## src/rtl/rvx_pkg.sv

```systemverilog
`default_nettype none
package rvx_pkg;

    typedef struct packed {
        logic [31:0] instruction;
        logic [31:0] rs1_value;
        logic [31:0] rs2_value;
        logic [31:0] pc;
    } in_item_t;

    typedef struct packed {
        logic        write_enable;
        logic [4:0]  dest_index;
        logic [31:0] write_value;
        logic [31:0] next_pc;
        logic [1:0]  mem_kind;
        logic [1:0]  mem_size;
        logic        load_unsigned;
        logic [31:0] mem_address;
        logic [31:0] store_data;
        logic        invalid;
    } out_item_t;

    localparam logic [6:0] OPC_LUI    = 7'h37;
    localparam logic [6:0] OPC_AUIPC  = 7'h17;
    localparam logic [6:0] OPC_JAL    = 7'h6F;
    localparam logic [6:0] OPC_JALR   = 7'h67;
    localparam logic [6:0] OPC_BRANCH = 7'h63;
    localparam logic [6:0] OPC_LOAD   = 7'h03;
    localparam logic [6:0] OPC_STORE  = 7'h23;
    localparam logic [6:0] OPC_OPIMM  = 7'h13;
    localparam logic [6:0] OPC_OP     = 7'h33;

    localparam logic [6:0] F7_BASE = 7'h00;
    localparam logic [6:0] F7_ALT  = 7'h20;
    localparam logic [6:0] F7_MUL  = 7'h01;

    localparam logic [1:0] MEM_NONE  = 2'd0;
    localparam logic [1:0] MEM_LOAD  = 2'd1;
    localparam logic [1:0] MEM_STORE = 2'd2;

    // Operation class chosen by the front end.
    typedef enum logic [2:0] {
        CLS_BAD,
        CLS_SIMPLE,
        CLS_ALU,
        CLS_MUL,
        CLS_DIV
    } op_class_t;

    // Decoded item handed from the front end to the back end.
    typedef struct packed {
        op_class_t   cls;
        logic [2:0]  f3;
        logic        alt;
        logic [31:0] opa;
        logic [31:0] opb;
        logic        we;
        logic [4:0]  dest;
        logic [31:0] val;
        logic [31:0] npc;
        logic [1:0]  kind;
        logic [1:0]  size;
        logic        uns;
        logic [31:0] addr;
        logic [31:0] sdata;
    } dec_item_t;

    localparam int QUEUE_DEPTH = 2;

endpackage
`default_nettype wire

```

## src/rtl/rvx_queue.sv

```systemverilog
`default_nettype none
module rvx_queue (
    input  wire                     aclk,
    input  wire                     aresetn,
    input  wire                     wr_valid,
    output logic                    wr_ready,
    input  var rvx_pkg::dec_item_t  wr_data,
    output logic                    rd_valid,
    input  wire                     rd_ready,
    output rvx_pkg::dec_item_t      rd_data
);
    import rvx_pkg::*;

    localparam int PW = $clog2(QUEUE_DEPTH);

    dec_item_t         mem_reg [QUEUE_DEPTH];
    logic [PW-1:0]     wptr_reg, rptr_reg;
    logic [PW:0]       count_reg, count_next;
    logic              wr_fire, rd_fire;

    assign wr_ready = count_reg != PW'(0) + (PW+1)'(QUEUE_DEPTH);
    assign rd_valid = count_reg != '0;
    assign rd_data  = mem_reg[rptr_reg];
    assign wr_fire  = wr_valid && wr_ready;
    assign rd_fire  = rd_valid && rd_ready;

    // Occupancy tracking.
    always_comb begin
        count_next = count_reg;
        if (wr_fire && !rd_fire) begin
            count_next = count_reg + 1'b1;
        end else if (rd_fire && !wr_fire) begin
            count_next = count_reg - 1'b1;
        end
    end

    // Pointers and count.
    always_ff @(posedge aclk) begin
        if (!aresetn) begin
            wptr_reg  <= '0;
            rptr_reg  <= '0;
            count_reg <= '0;
        end else begin
            count_reg <= count_next;
            if (wr_fire) begin
                wptr_reg <= (wptr_reg == PW'(QUEUE_DEPTH - 1)) ? '0 : wptr_reg + 1'b1;
            end
            if (rd_fire) begin
                rptr_reg <= (rptr_reg == PW'(QUEUE_DEPTH - 1)) ? '0 : rptr_reg + 1'b1;
            end
        end
    end

    // Entry storage.
    always_ff @(posedge aclk) begin
        if (wr_fire) begin
            mem_reg[wptr_reg] <= wr_data;
        end
    end

    assert property (@(posedge aclk) disable iff (!aresetn)
        count_reg <= (PW+1)'(QUEUE_DEPTH))
        else $error("queue overfilled");
    assert property (@(posedge aclk) disable iff (!aresetn)
        (count_reg == '0) |-> !rd_valid)
        else $error("read valid while empty");
    assert property (@(posedge aclk) disable iff (!aresetn)
        (wr_fire && !rd_fire) |=> (count_reg == $past(count_reg) + 1'b1))
        else $error("count did not rise on write");

endmodule
`default_nettype wire

```

## config.mk

```make
export PLATFORM = sky130hd
export DESIGN_NAME = rvx_queue
export DESIGN_NICKNAME = d
export VERILOG_FILES = /design/src/rtl/rvx_pkg.sv /design/src/rtl/rvx_queue.sv
export SDC_FILE = /design/constraint.sdc
export NUM_CORES = 1
export LEC_CHECK = 0
export BUFFER_PORTS_ARGS = -buffer_cell sky130_fd_sc_hd__buf_2
export CELL_PAD_IN_SITES_DETAIL_PLACEMENT = 0
export CELL_PAD_IN_SITES_GLOBAL_PLACEMENT = 1
export CORE_MARGIN = 4
export CORE_UTILIZATION = 44
export CTS_CLUSTER_SIZE = 10
export DETAILED_ROUTE_END_ITERATION = 10
export GPL_ROUTABILITY_DRIVEN = 0
export GPL_TIMING_DRIVEN = 1
export PLACE_DENSITY = 0.81
export SYNTH_ARGS = -nofsm -noshare
export SYNTH_HDL_FRONTEND = slang
export SYNTH_SLANG_ARGS = --single-unit
export TNS_END_PERCENT = 20
```

## constraint.sdc

```tcl
create_clock -name aclk -period 8.6 [get_ports aclk]
set_input_delay 1.29 -clock aclk [delete_from_list [all_inputs] [get_ports aclk]]
set_output_delay 1.29 -clock aclk [all_outputs]
set_load 0.02 [all_outputs]
```

Word-level counts from Yosys, hierarchy flattened

Memory sizes are Yosys's and may differ from the RTL's. A register that Yosys moved wholly into a read port is not among the register bits.
Index checks and enable logic that the tools add are counted.

Bits in registers: 4
Output and inout port bits: 212
Bits of input ports: 214
Word-level logic and storage cells: 25
Memory bits (read-only): 0
Memory bits (writable): 420
Latch bits: 0
Memories kept: 1

Div/mod/pow operators: 0
Equal/unequal tests: 1
Add/subtract/negate cells: 4
Order comparisons: 0
Shift-type cells: 0
Reductions and logical operators: 8
$mul: 0
Bitwise operators: 0
Multiplexer cells: 8

Memories:

| name    | words | bits a word | read ports | clocked after memory_dff | wr ports | RTL line        | source |
|---|---|---|---|---|---|---|---|
| mem_reg | 2     | 210         | 1          | 1                        | 1        | rvx_queue.sv:16 | `dec_item_t mem_reg [QUEUE_DEPTH];` |

Operators with widths:

| kind                | count |
|---|---|
| $mux 1              | 6 |
| $logic_and 1x1->1   | 4 |
| $mux 2              | 2 |
| $reduce_bool 2->1   | 2 |
| $add 1x1->1 const B | 2 |
| $add 2x1->2 const B | 1 |
| $logic_not 1->1     | 2 |
| $ne 2x2->1 const B  | 1 |
| $sub 2x1->2 const B | 1 |

Logic depth before layout (Yosys ltp)

Depth after elaboration: 6
Mapped depth: 6
Gate-level depth less buffers: 6

Worst setup path before layout

No wires, ideal clock.

Path type: in2reg
From: input wr_valid
To: memory mem_reg[1][0] (netlist name), enable pin
Path slack: 1868 ps
Data required time: 8002 ps
Cell stages on the path: 1
Library setup time: 598 ps
Path buffers: 0
Data arrival time: 6134 ps
Path through: and3_1

Cells in the longest elaborated chain, start to end: 3

Ends and longest elaborated chain:

| element                      | RTL line        | source |
|---|---|---|
| start: declaration           | rvx_queue.sv:5  | `input wire wr_valid,` |
| $logic_and 1x1->1            | rvx_queue.sv:24 | `assign wr_fire = wr_valid && wr_ready;` |
| $mux 1                       | rvx_queue.sv:56 | `if (wr_fire) begin` |
| $mux 1 (implied by the code) | rvx_queue.sv:57 | `mem_reg[wptr_reg] <= wr_data;` |
| end: declaration             | rvx_queue.sv:16 |  |

Every way passes these cells.

==> flow_summary.toml <==
[worst_setup_path]
endpoint_kind = "output port"
required_ps = 7310
crit_top_cell = "buf_4"
critical-path-top-delay-family = "buffers and inverters"
cp_max_fo = 58
slowest_delay_ps = 700
critPathBufInv = 3
critPathLaunchType = "flip-flop"
crit_chain = "buf_4, buf_4, mux2_2, buf_2"
critical_path_arrival_ps = 3180
crit_slowest_cell = "dfxtp_4"
crit_type = "flip-flop to output port"

[global_routing]
overflow = 0
gr-usage-met2_pct = 27.33
grt-busiest-layer = "met2"
grt_max_degree = 137
use_met1_pct = 20.59
grt_pass1_wl_mm = 49.39
grt_usage_pct = 16.61
met3_usage_pct = 6.608
grt_pass1_vias = 8433
grt_antenna_before_repair = 9

[floorplan]
start_util_pct = 44.68
dieArea_mm2 = 0.03823
ios = 426
fp.dieW_um = 195.5
rows = 68
die_h_um = 195.5
core_mm2 = 0.03463

[cells_and_area]
final_util_pct = 55.64
areaGrowthSynthToFinish_pct = 24.54
drive_above_1_share_pct = 60.77
fillers = 2669
design_area_mm2 = 0.01927
finalNetCount = 1351
largest_register_ffs = 420

[route]
dr.pass1.iters = 4
vias = 7840
antenna_left = 0
wl_per_cell_um = 20.46
drt_iter0_markers = 362
wirelength_mm = 32.88
viasPerCell = 4.879
drc = 0

[job]
maxCapViolCount = 0

[clock_network]
hold_buffers = 0
cts_buffers = 48
post_cts_resized = 0
clk_path_buf_depth = 3
clk_pin_slew_worst_paths_ps = 60
cts_root_buf = "clkbuf_16"
cts_tree = "built"
cts_setup_buffers = 0
cts_num_sinks = 425
clk_latency_ps = 540
h-tree-depth = 2

[synth]
syn_area_mm2 = 0.01547
ys.warnings.count = 0
ys_types = 20
syn_inst = 677
ys_seq_elements = 425
avgSynthCellArea_um2 = 22.85
ys_seq_area_share_pct = 82.16
synth_fp_nets = 892

[placed_design]
hpwl_mm = 22.40
port_buffers = 425
postPlaceCellArea_mm2 = 0.01798
preCtsSetupSlack_ps = 4677

[timing]
setup_tns_ps = 0
setup-violations-final = 0
drv_slew = 0
tightest_slew_ps = 1041
setup_slack_ps = 4132
min_period_ps = 4468
slew_headroom_pct = 30.57
fmax_mhz = 223.8
hold_violations = 0
period_share_pct = 51.95
grt_setup_unrepaired = "no"
clock_skew_ps = 12.61

[pwr]
peakVddDrop_v = 0.0003915
p_leak_uw = 0.007117
finalPower_uw = 5926
power_density_mw_per_mm2 = 307.5

[worst_hold_path]
hold_class = "flip-flop to flip-flop"

[status]
outcome = "complete, no violations"
==> routing by layer <==
layer,routed length [um],part of all wire (%)
met4,523,1.6
met2,16270,49
met3,3421,10
met1,12610,38
met5,55,0.17
==> worst paths after layout <==
check             depth (start not counted)         endpoint    startpoint  slack, ps
setup / recovery                          4     rd_data[141]     flip-flop       4130
hold / removal                            2     count_reg[1]  count_reg[1]        560
setup reg to reg                          4  mem_reg[1][140]  count_reg[0]       5620
hold reg to reg                           2     count_reg[1]  count_reg[1]        560
==> cells in the final DEF (no fill, tap or decap) <==
cell type	count
a21boi_0	1
a21bo_2	1
buf_4	7
mux2_2	210
and2_1	4
inv_8	1
diode_2	5
o21ai_0	1
clkbuf_1	11
or3_1	1
nand2b_4	1
xor2_1	1
buf_2	425
and3_4	1
a21boi_1	1
ha_1	1
edfxtp_1	420
clkinv_1	1
xnor2_1	2
dfxtp_4	1
clkbuf_16	49
dfxtp_1	4
or2_2	1
nand3b_1	1
o21ai_1	1
==> layout make-up <==
| class | count | area, um^2 | area share, % |
|---|---|---|---|
| clock buffer | 60 | 1267 | 6.578 |
| multi-input combinational | 228 | 2509 | 13.02 |
| timing repair buffer | 432 | 2180 | 11.31 |
| tap | 455 | 569.3 | 2.955 |
| sequential | 425 | 12720 | 65.99 |
| inverter | 1 | 11.26 | 0.05844 |
| clock inverter | 1 | 3.754 | 0.01948 |
| antenna | 5 | 12.51 | 0.06493 |
==> power breakdown <==
| part | total, uW | switching (uW) | internal (uW) |
|---|---|---|---|
| Clock | 1710 | 699 | 1010 |
| Sequential | 2680 | 83.5 | 2590 |
| Combinational | 1540 | 943 | 594 |
| Total | 5930 | 1720 | 4200 |
==> synth_stat cells (all sizes together) <==
library cell  count  share of area [%]
and3              1              0.040
xnor2             2               0.11
and2              4               0.16
dfxtp             5               0.65
xor2              1              0.057
ha                1              0.081
or3               1              0.040
a21bo             1              0.065
nand2b            1              0.089
buf              23                1.6
or2               1              0.040
mux2            210                 15
nand3b            1              0.049
o21ai             2              0.065
edfxtp          420                 82
inv               1              0.024
a21boi            2              0.097
==> per-stage QoR <==
stage / hold WS (ps) / cells
floorplan: 512.4 / 677
global placement: 538.4 / 1541
detailed placement: 556.7 / 1541
CTS: 565.2 / 1602
global route: 607.5 / 1605
finish: 561.1 / 1607
==> logic make-up (layout without fill, tap and decap cells) <==
| logic type | after synthesis | after routing | synth area share, % |
|---|---|---|---|
| other | 0 | 5 | 0 |
| multiplexers | 210 | 210 | 15.28 |
| flip-flops | 425 | 425 | 82.16 |
| XOR/XNOR | 3 | 3 | 0.1699 |
| buffers and inverters | 24 | 494 | 1.658 |
| AO/OA/AOI/OAI | 5 | 5 | 0.2264 |
| adder cells (fa/ha/maj) | 1 | 1 | 0.08085 |
| AND/OR/NAND/NOR | 9 | 9 | 0.4206 |
==> worst reg2reg max path, cell delays in order (launching register included) <==
cell and delay, ps:
dfxtp_1 420, nand2b_4 200, and3_4 610, buf_4 550
buf_4 760
(Power assumes the default switching activity.)
