`src/rtl/rvx_pkg.sv`:
```
`default_nettype none
package rvx_pkg;

    typedef struct packed {
        logic [31:0] instruction;
        logic [31:0] rs1_value;
        logic [31:0] rs2_value;
        logic [31:0] pc;
    } in_item_t;

    typedef struct packed {
        logic        write_enable;
        logic [4:0]  dest_index;
        logic [31:0] write_value;
        logic [31:0] next_pc;
        logic [1:0]  mem_kind;
        logic [1:0]  mem_size;
        logic        load_unsigned;
        logic [31:0] mem_address;
        logic [31:0] store_data;
        logic        invalid;
    } out_item_t;

    localparam logic [6:0] OPC_LUI    = 7'h37;
    localparam logic [6:0] OPC_AUIPC  = 7'h17;
    localparam logic [6:0] OPC_JAL    = 7'h6F;
    localparam logic [6:0] OPC_JALR   = 7'h67;
    localparam logic [6:0] OPC_BRANCH = 7'h63;
    localparam logic [6:0] OPC_LOAD   = 7'h03;
    localparam logic [6:0] OPC_STORE  = 7'h23;
    localparam logic [6:0] OPC_OPIMM  = 7'h13;
    localparam logic [6:0] OPC_OP     = 7'h33;

    localparam logic [6:0] F7_BASE = 7'h00;
    localparam logic [6:0] F7_ALT  = 7'h20;
    localparam logic [6:0] F7_MUL  = 7'h01;

    localparam logic [1:0] MEM_NONE  = 2'd0;
    localparam logic [1:0] MEM_LOAD  = 2'd1;
    localparam logic [1:0] MEM_STORE = 2'd2;

    // Operation class chosen by the front end.
    typedef enum logic [2:0] {
        CLS_BAD,
        CLS_SIMPLE,
        CLS_ALU,
        CLS_MUL,
        CLS_DIV
    } op_class_t;

    // Decoded item handed from the front end to the back end.
    typedef struct packed {
        op_class_t   cls;
        logic [2:0]  f3;
        logic        alt;
        logic [31:0] opa;
        logic [31:0] opb;
        logic        we;
        logic [4:0]  dest;
        logic [31:0] val;
        logic [31:0] npc;
        logic [1:0]  kind;
        logic [1:0]  size;
        logic        uns;
        logic [31:0] addr;
        logic [31:0] sdata;
    } dec_item_t;

    localparam int QUEUE_DEPTH = 2;

endpackage
`default_nettype wire

```
`src/rtl/rvx_front.sv`:
```
`default_nettype none
module rvx_front (
    input  var rvx_pkg::in_item_t  item,
    output var rvx_pkg::dec_item_t dec
);
    import rvx_pkg::*;

    logic [6:0]  opc;
    logic [4:0]  rd;
    logic [2:0]  f3;
    logic [6:0]  f7;
    logic [31:0] immi, imms, immb, immj, immu, pc4, a, b;
    logic        lts, ltu, take, bad, hasrd;

    // Field and immediate extraction.
    always_comb begin
        opc  = item.instruction[6:0];
        rd   = item.instruction[11:7];
        f3   = item.instruction[14:12];
        f7   = item.instruction[31:25];
        a    = item.rs1_value;
        b    = item.rs2_value;
        immi = {{20{item.instruction[31]}}, item.instruction[31:20]};
        imms = {{20{item.instruction[31]}}, item.instruction[31:25], item.instruction[11:7]};
        immb = {{20{item.instruction[31]}}, item.instruction[7], item.instruction[30:25],
                item.instruction[11:8], 1'b0};
        immj = {{12{item.instruction[31]}}, item.instruction[19:12], item.instruction[20],
                item.instruction[30:21], 1'b0};
        immu = {item.instruction[31:12], 12'h000};
        pc4  = item.pc + 32'd4;
        ltu  = a < b;
        lts  = $signed(a) < $signed(b);
    end

    // Decode, branches, jumps and address generation.
    always_comb begin
        dec       = '0;
        dec.cls   = CLS_SIMPLE;
        dec.f3    = f3;
        dec.opa   = a;
        dec.opb   = b;
        dec.npc   = pc4;
        bad       = 1'b0;
        hasrd     = 1'b1;
        take      = 1'b0;
        case (opc)
            OPC_LUI: begin
                dec.val = immu;
            end
            OPC_AUIPC: begin
                dec.val = item.pc + immu;
            end
            OPC_JAL: begin
                dec.val = pc4;
                dec.npc = item.pc + immj;
            end
            OPC_JALR: begin
                if (f3 != 3'd0) begin
                    bad = 1'b1;
                end else begin
                    dec.val = pc4;
                    dec.npc = (a + immi) & ~32'd1;
                end
            end
            OPC_BRANCH: begin
                hasrd = 1'b0;
                case (f3)
                    3'd0:    take = a == b;
                    3'd1:    take = a != b;
                    3'd4:    take = lts;
                    3'd5:    take = !lts;
                    3'd6:    take = ltu;
                    3'd7:    take = !ltu;
                    default: bad = 1'b1;
                endcase
                if (take) begin
                    dec.npc = item.pc + immb;
                end
            end
            OPC_LOAD: begin
                if (f3 == 3'd3 || f3 > 3'd5) begin
                    bad = 1'b1;
                end else begin
                    dec.kind = MEM_LOAD;
                    dec.size = f3[1:0];
                    dec.uns  = f3[2];
                    dec.addr = a + immi;
                end
            end
            OPC_STORE: begin
                hasrd = 1'b0;
                if (f3 > 3'd2) begin
                    bad = 1'b1;
                end else begin
                    dec.kind  = MEM_STORE;
                    dec.size  = f3[1:0];
                    dec.sdata = b;
                    dec.addr  = a + imms;
                end
            end
            OPC_OPIMM: begin
                if (f3 == 3'd1 && f7 != F7_BASE) begin
                    bad = 1'b1;
                end else if (f3 == 3'd5 && f7 != F7_BASE && f7 != F7_ALT) begin
                    bad = 1'b1;
                end else begin
                    dec.cls = CLS_ALU;
                    dec.alt = (f3 == 3'd5) && (f7 == F7_ALT);
                    dec.opb = (f3 == 3'd1 || f3 == 3'd5) ? {27'd0, immi[4:0]} : immi;
                end
            end
            OPC_OP: begin
                if (f7 == F7_MUL) begin
                    dec.cls = f3[2] ? CLS_DIV : CLS_MUL;
                end else if (f7 == F7_BASE) begin
                    dec.cls = CLS_ALU;
                end else if (f7 == F7_ALT && (f3 == 3'd0 || f3 == 3'd5)) begin
                    dec.cls = CLS_ALU;
                    dec.alt = 1'b1;
                end else begin
                    bad = 1'b1;
                end
            end
            default: bad = 1'b1;
        endcase

        if (bad) begin
            dec      = '0;
            dec.cls  = CLS_BAD;
            dec.npc  = item.pc;
        end else if (hasrd) begin
            dec.dest = rd;
            dec.we   = rd != 5'd0;
            if (dec.kind == MEM_LOAD || rd == 5'd0) begin
                dec.val = '0;
                dec.cls = CLS_SIMPLE;
            end
        end else begin
            dec.cls = CLS_SIMPLE;
        end
    end

endmodule
`default_nettype wire

```
`config.mk`:
```
export PLATFORM = sky130hd
export DESIGN_NAME = rvx_front
export DESIGN_NICKNAME = d
export VERILOG_FILES = /design/src/rtl/rvx_pkg.sv /design/src/rtl/rvx_front.sv
export SDC_FILE = /design/constraint.sdc
export NUM_CORES = 1
export LEC_CHECK = 0
export BUFFER_PORTS_ARGS = -buffer_cell sky130_fd_sc_hd__clkbuf_2
export CORE_UTILIZATION = 30
export DETAILED_ROUTE_END_ITERATION = 12
export PLACE_DENSITY = 0.51
export SYNTH_ARGS = -nofsm -noshare
export SYNTH_HDL_FRONTEND = slang
export SYNTH_SLANG_ARGS = --single-unit
```
`constraint.sdc`:
```
create_clock -name vclk -period 3.59
set_input_delay 0.1795 -clock vclk [all_inputs]
set_output_delay 0.1795 -clock vclk [all_outputs]
set_load 0.05 [all_outputs]
```
Yosys cells after proc, flatten, opt, wreduce, memory -nomap -nowiden
Index checks and enable logic that the tools add are counted.

Register bits: 0. Input port bits: 128. Output and inout port bits: 210. Word-level logic and storage cells: 99.

Add/sub/neg operators: 6. $lt $le $gt $ge: 4. Equality and inequality tests: 21. Multiplexer cells: 48. Reduce and logical (&&, ||, !) cells: 20.

Operators by type and width (count): two-way mux 32 bit (7); adder 32 bit (5); two-way mux 64 bit (2); case mux 32 bit (4 select lines) (1); two-way mux 101 bit (1); case mux 32 bit (3 select lines) (1); two-way mux 38 bit (2); two-way mux 68 bit (1); < comparator 32 bit (2); case mux 32 bit (2 select lines) (1); two-way mux 36 bit (1); adder 32 x 3 -> 32 bit (second input constant) (1); equality test 32 bit (1); inequality test 32 bit (1); equality test 7 x 6 -> 1 bit (second input constant) (4); equality test 7 bit (second input constant) (3); two-way mux 1 bit (16); two-way mux 3 bit (5); equality test 7 x 5 -> 1 bit (second input constant) (2); equality test 3 bit (second input constant) (4); two-way mux 2 bit (4); case mux 4 bit (2 select lines) (1); equality test 7 x 1 -> 1 bit (second input constant) (1); equality test 7 x 2 -> 1 bit (second input constant) (1); 23 further kinds (31).

Longest topological paths before layout
Word-level depth: 10. Gate-level depth with buffers: 13. Gate-level depth less buffers: 11.

Least setup slack after synthesis
OpenSTA, ideal clock, no wires.

Path type: input -> output. Start: in item[1] (netlist name). End: out dec[94] (netlist name). Arrival time: 3635 ps. Data required time: 3411 ps. Slack: -225 ps. Stages on the path: 11. Path buffers: 0. Cells stage by stage: ha_1 -> fa_1 -> a211oi_1 -> o21ai_0 -> a2111oi_1 -> nor4_1 -> o32ai_1 -> o21ai_0 -> xor2_1 -> nand2_1 -> a31oi_1.

RTL lines: from (decl) (RTL line rvx_front.sv:3) `input var rvx_pkg::in_item_t item,`; to (decl) (RTL line rvx_front.sv:4) `output var rvx_pkg::dec_item_t dec`.

==> impl_metrics.prom <==
# TYPE chip_impl_metric gauge
chip_impl_info{name="outcome",value="completed"} 1
chip_impl_metric{name="design.die.area",unit="um^2"} 36600
chip_impl_metric{name="syn_area",unit="um^2"} 10800
chip_impl_metric{name="antenna_left",unit=""} 0
chip_impl_metric{name="final-hold-violation-count",unit=""} 0
chip_impl_metric{name="sequential_cell_total",unit=""} 0
chip_impl_metric{name="postLayoutSetupSlackWorst",unit="ps"} 43.7
chip_impl_metric{name="setup-violations-final",unit=""} 0
chip_impl_metric{name="count_of_maximum_capacitance_violations",unit=""} 0
chip_impl_metric{name="netlist-cell-type-count",unit=""} 81
chip_impl_info{name="critPathLaunchType",value="input port"} 1
chip_impl_metric{name="place_hpwl",unit="um"} 50700
chip_impl_metric{name="multi_input_comb_area",unit="um^2"} 10400
chip_impl_metric{name="synth_area_per_inst",unit="um^2"} 6.16
chip_impl_metric{name="grt_usage",unit="%"} 31.4
chip_impl_metric{name="hold_buf_cts",unit=""} 0
chip_impl_metric{name="slew_viol_final",unit=""} 0
chip_impl_metric{name="dp_slack",unit="ps"} -209
chip_impl_info{name="worstSetupPathType",value="in -> out"} 1
chip_impl_metric{name="power_density",unit="nW/um^2"} 154
chip_impl_metric{name="final_wirelength",unit="um"} 60300
chip_impl_metric{name="cp_data_arrival_time",unit="ps"} 3370
chip_impl_info{name="worst_hold_path_type",value="in -> out"} 1
chip_impl_metric{name="vert_die_dim",unit="um"} 191
chip_impl_metric{name="crit_required",unit="ps"} 3410
chip_impl_info{name="critical_path.endpoint_type",value="primary output"} 1
chip_impl_metric{name="cp_max_fo",unit=""} 6
chip_impl_metric{name="timing.hold.ws",unit="ps"} 745
chip_impl_metric{name="grt_pass1_vias",unit=""} 14356
chip_impl_metric{name="drt_iter0_markers",unit=""} 1358
chip_impl_metric{name="floorplan.initialDensity",unit="%"} 30.3
chip_impl_metric{name="worst_ir_drop_on_vdd",unit="mV"} 0.0918
chip_impl_info{name="post_synth_main_area_contributors",value="sky130_fd_sc_hd__ha_1, sky130_fd_sc_hd__a21oi_1, sky130_fd_sc_hd__nor2_1"} 1
chip_impl_metric{name="post_synth_mux_area_share",unit="%"} 1.07
chip_impl_metric{name="i_o_buffers",unit=""} 338
chip_impl_info{name="post-synth-top-area-cell",value="sky130_fd_sc_hd__ha_1"} 1
chip_impl_metric{name="detailroute.via_count",unit=""} 15692
chip_impl_metric{name="tightestPinTransition",unit="ps"} 705
chip_impl_metric{name="leakage",unit="nW"} 7.37
chip_impl_metric{name="syn-instance-count",unit=""} 1748
chip_impl_metric{name="first_pass_grt_wire_length",unit="um"} 88100
chip_impl_info{name="rsz0062_at_grt",value="yes"} 1
chip_impl_metric{name="insertedDiodeCount",unit=""} 0
chip_impl_metric{name="io_pins",unit=""} 338
chip_impl_metric{name="synth_compound_gate_area_share",unit="%"} 39.0
chip_impl_metric{name="fmaxAchievable",unit="MHz"} 282
chip_impl_metric{name="synthesis.nets",unit=""} 2004
chip_impl_metric{name="fin_crit_sh",unit="%"} 98.8
chip_impl_info{name="synth_top_family_by_area",value="compound AO/OA/AOI/OAI gates"} 1
chip_impl_metric{name="grt_antenna_before_repair",unit=""} 0
chip_impl_metric{name="drt_drc_violations_left",unit=""} 0
chip_impl_metric{name="slew_headroom",unit="%"} 52.7
chip_impl_metric{name="detail_route.vias_per_cell",unit=""} 5.86
chip_impl_metric{name="row_count",unit=""} 69
chip_impl_metric{name="clock_buffer_count",unit=""} 0
chip_impl_metric{name="yosysTopAreaCellShare",unit="%"} 14.3
chip_impl_metric{name="synthAdderAreaFrac",unit="%"} 15.2
chip_impl_metric{name="core_region_area",unit="um^2"} 35500
chip_impl_metric{name="layout-drive-gt1-share",unit="%"} 30.0
chip_impl_metric{name="ff_latch_area",unit="um^2"} 0
chip_impl_metric{name="simple_gate_share_of_the_synthesized_area",unit="%"} 28.9
chip_impl_metric{name="die-width",unit="um"} 191
chip_impl_metric{name="yosys_warnings",unit=""} 0
chip_impl_metric{name="synthXorXnorAreaFrac",unit="%"} 9.36
chip_impl_metric{name="drtPass1Iterations",unit=""} 6
chip_impl_metric{name="nets",unit=""} 2475
chip_impl_metric{name="wl_per_cell",unit="um"} 22.5
chip_impl_metric{name="largest_net_degree_at_the_start_of_global_routing",unit=""} 50
chip_impl_metric{name="gp_congestion",unit=""} 1.03
chip_impl_metric{name="nFillCells",unit=""} 3710
chip_impl_metric{name="syn_to_final_growth",unit="%"} 50.7
chip_impl_metric{name="global_route.overflow_total",unit=""} 0
chip_impl_metric{name="final_period_minus_worst_setup_slack",unit="ps"} 3550
chip_impl_metric{name="yosysSeqAreaShare",unit="%"} 0
[synthesized netlist by cell type (28+ instances only)]
cell and n:
sky130_fd_sc_hd__nand2_1 181, sky130_fd_sc_hd__o21ai_0 145, sky130_fd_sc_hd__nand3_1 50, sky130_fd_sc_hd__clkbuf_1 105
sky130_fd_sc_hd__nor3_1 40, sky130_fd_sc_hd__nor2_1 202, sky130_fd_sc_hd__nand4_1 28, sky130_fd_sc_hd__a21oi_1 207
sky130_fd_sc_hd__a21o_1 31, sky130_fd_sc_hd__xor2_1 48, sky130_fd_sc_hd__and2_1 45, sky130_fd_sc_hd__ha_1 123
sky130_fd_sc_hd__inv_1 61, sky130_fd_sc_hd__and3_1 30, sky130_fd_sc_hd__xnor2_1 67
[cells in the final DEF (no fill, tap or decap), types with 8 or more instances in the layout]
cell	instances
sky130_fd_sc_hd__a21oi_1	201
sky130_fd_sc_hd__a211oi_1	18
sky130_fd_sc_hd__nand3_1	50
sky130_fd_sc_hd__o21ai_1	8
sky130_fd_sc_hd__and3_1	30
sky130_fd_sc_hd__nor2_1	201
sky130_fd_sc_hd__a21o_1	31
sky130_fd_sc_hd__a31oi_1	15
sky130_fd_sc_hd__xor2_1	48
sky130_fd_sc_hd__or3_1	12
sky130_fd_sc_hd__buf_12	93
sky130_fd_sc_hd__nand2_1	179
sky130_fd_sc_hd__nand4_1	28
sky130_fd_sc_hd__o21bai_1	16
sky130_fd_sc_hd__xnor2_1	67
sky130_fd_sc_hd__o31ai_1	13
sky130_fd_sc_hd__nor4_1	10
sky130_fd_sc_hd__nand2b_1	11
sky130_fd_sc_hd__a22oi_1	25
sky130_fd_sc_hd__o21ai_0	137
sky130_fd_sc_hd__nor3_1	40
sky130_fd_sc_hd__o221ai_1	8
sky130_fd_sc_hd__a22o_1	8
sky130_fd_sc_hd__buf_4	243
sky130_fd_sc_hd__ha_4	9
sky130_fd_sc_hd__ha_1	114
sky130_fd_sc_hd__nor2b_1	20
sky130_fd_sc_hd__o21a_1	23
sky130_fd_sc_hd__a221oi_1	22
sky130_fd_sc_hd__clkbuf_2	240
sky130_fd_sc_hd__and2_1	46
sky130_fd_sc_hd__o211ai_1	15
sky130_fd_sc_hd__inv_1	61
sky130_fd_sc_hd__o22ai_1	21
[cell families (layout without fill, tap and decap cells)]
| logic type | after synthesis | count (layout) |
|---|---|---|
| AO/OA/AOI/OAI | 655 | 655 |
| XOR/XNOR | 115 | 115 |
| adder cells (fa/ha/maj) | 128 | 128 |
| buffers and inverters | 179 | 648 |
| multiplexers | 11 | 11 |
| AND/OR/NAND/NOR | 660 | 660 |
[layout make-up]
cell class         count  share of cell area [%]
repair buffers       586                    30.7
well taps            461                    3.55
multi-input cells   1569                    64.3
inverters             62                    1.43
[worst paths after layout]
path	from	end	slack [ps]	cells past startpoint
hold / removal	item[0]	dec[101]	740	3
setup / recovery	item[38]	dec[76]	40	16
[layer usage]
layer	part of all wire, %	global-route usage (%)	vias to the layer above
met1	44	43.1	7434
met2	45	51.1	750
li1	-	-	7419
met4	3.1	8.67	0
met3	8.3	3.89	89
met5	0	0	-
[worst max-delay path, stage by stage]
cell	delay [ps]
sky130_fd_sc_hd__clkbuf_2	110
sky130_fd_sc_hd__inv_1	60
sky130_fd_sc_hd__ha_1	310
sky130_fd_sc_hd__nand4_1	130
sky130_fd_sc_hd__or3_4	420
sky130_fd_sc_hd__a21oi_4	150
sky130_fd_sc_hd__o311a_1	210
sky130_fd_sc_hd__a211oi_2	40
sky130_fd_sc_hd__buf_4	160
sky130_fd_sc_hd__buf_4	160
sky130_fd_sc_hd__o211ai_1	470
sky130_fd_sc_hd__buf_6	220
sky130_fd_sc_hd__o21ai_1	70
sky130_fd_sc_hd__nor2b_1	130
sky130_fd_sc_hd__a311oi_2	320
sky130_fd_sc_hd__clkbuf_16	230
[stage by stage]
step           instances  cell area (um^2)  total power, mW  TNS, ps  utilization (%)
3_3_place_gp        2670             15800             2.37     -437             44.5
4_1_cts             2671             15800             2.41        0             44.7
3_5_place_dp        2670             15800             2.38     -830             44.5
2_1_floorplan       1748             10800             1.35        0                -
6_report            2678             16200             2.50        0             45.7
5_1_grt             2678             16200             2.67     -187             45.7
[what timing repair did]
| action | CTS | global route |
|---|---|---|
| buffers inserted | 1 | 7 |
| endpoints found under the setup margin | 12 | 28 |
| resized for setup | 12 | 70 |
| pin swaps | 7 | 30 |
[report_power, final]
group          internal, mW  leakage, nW  switching (mW)
sequential                0            0               0
clock                     0            0               0
combinational         0.999         7.37            1.50
Power figures use the tool's default switching activity.
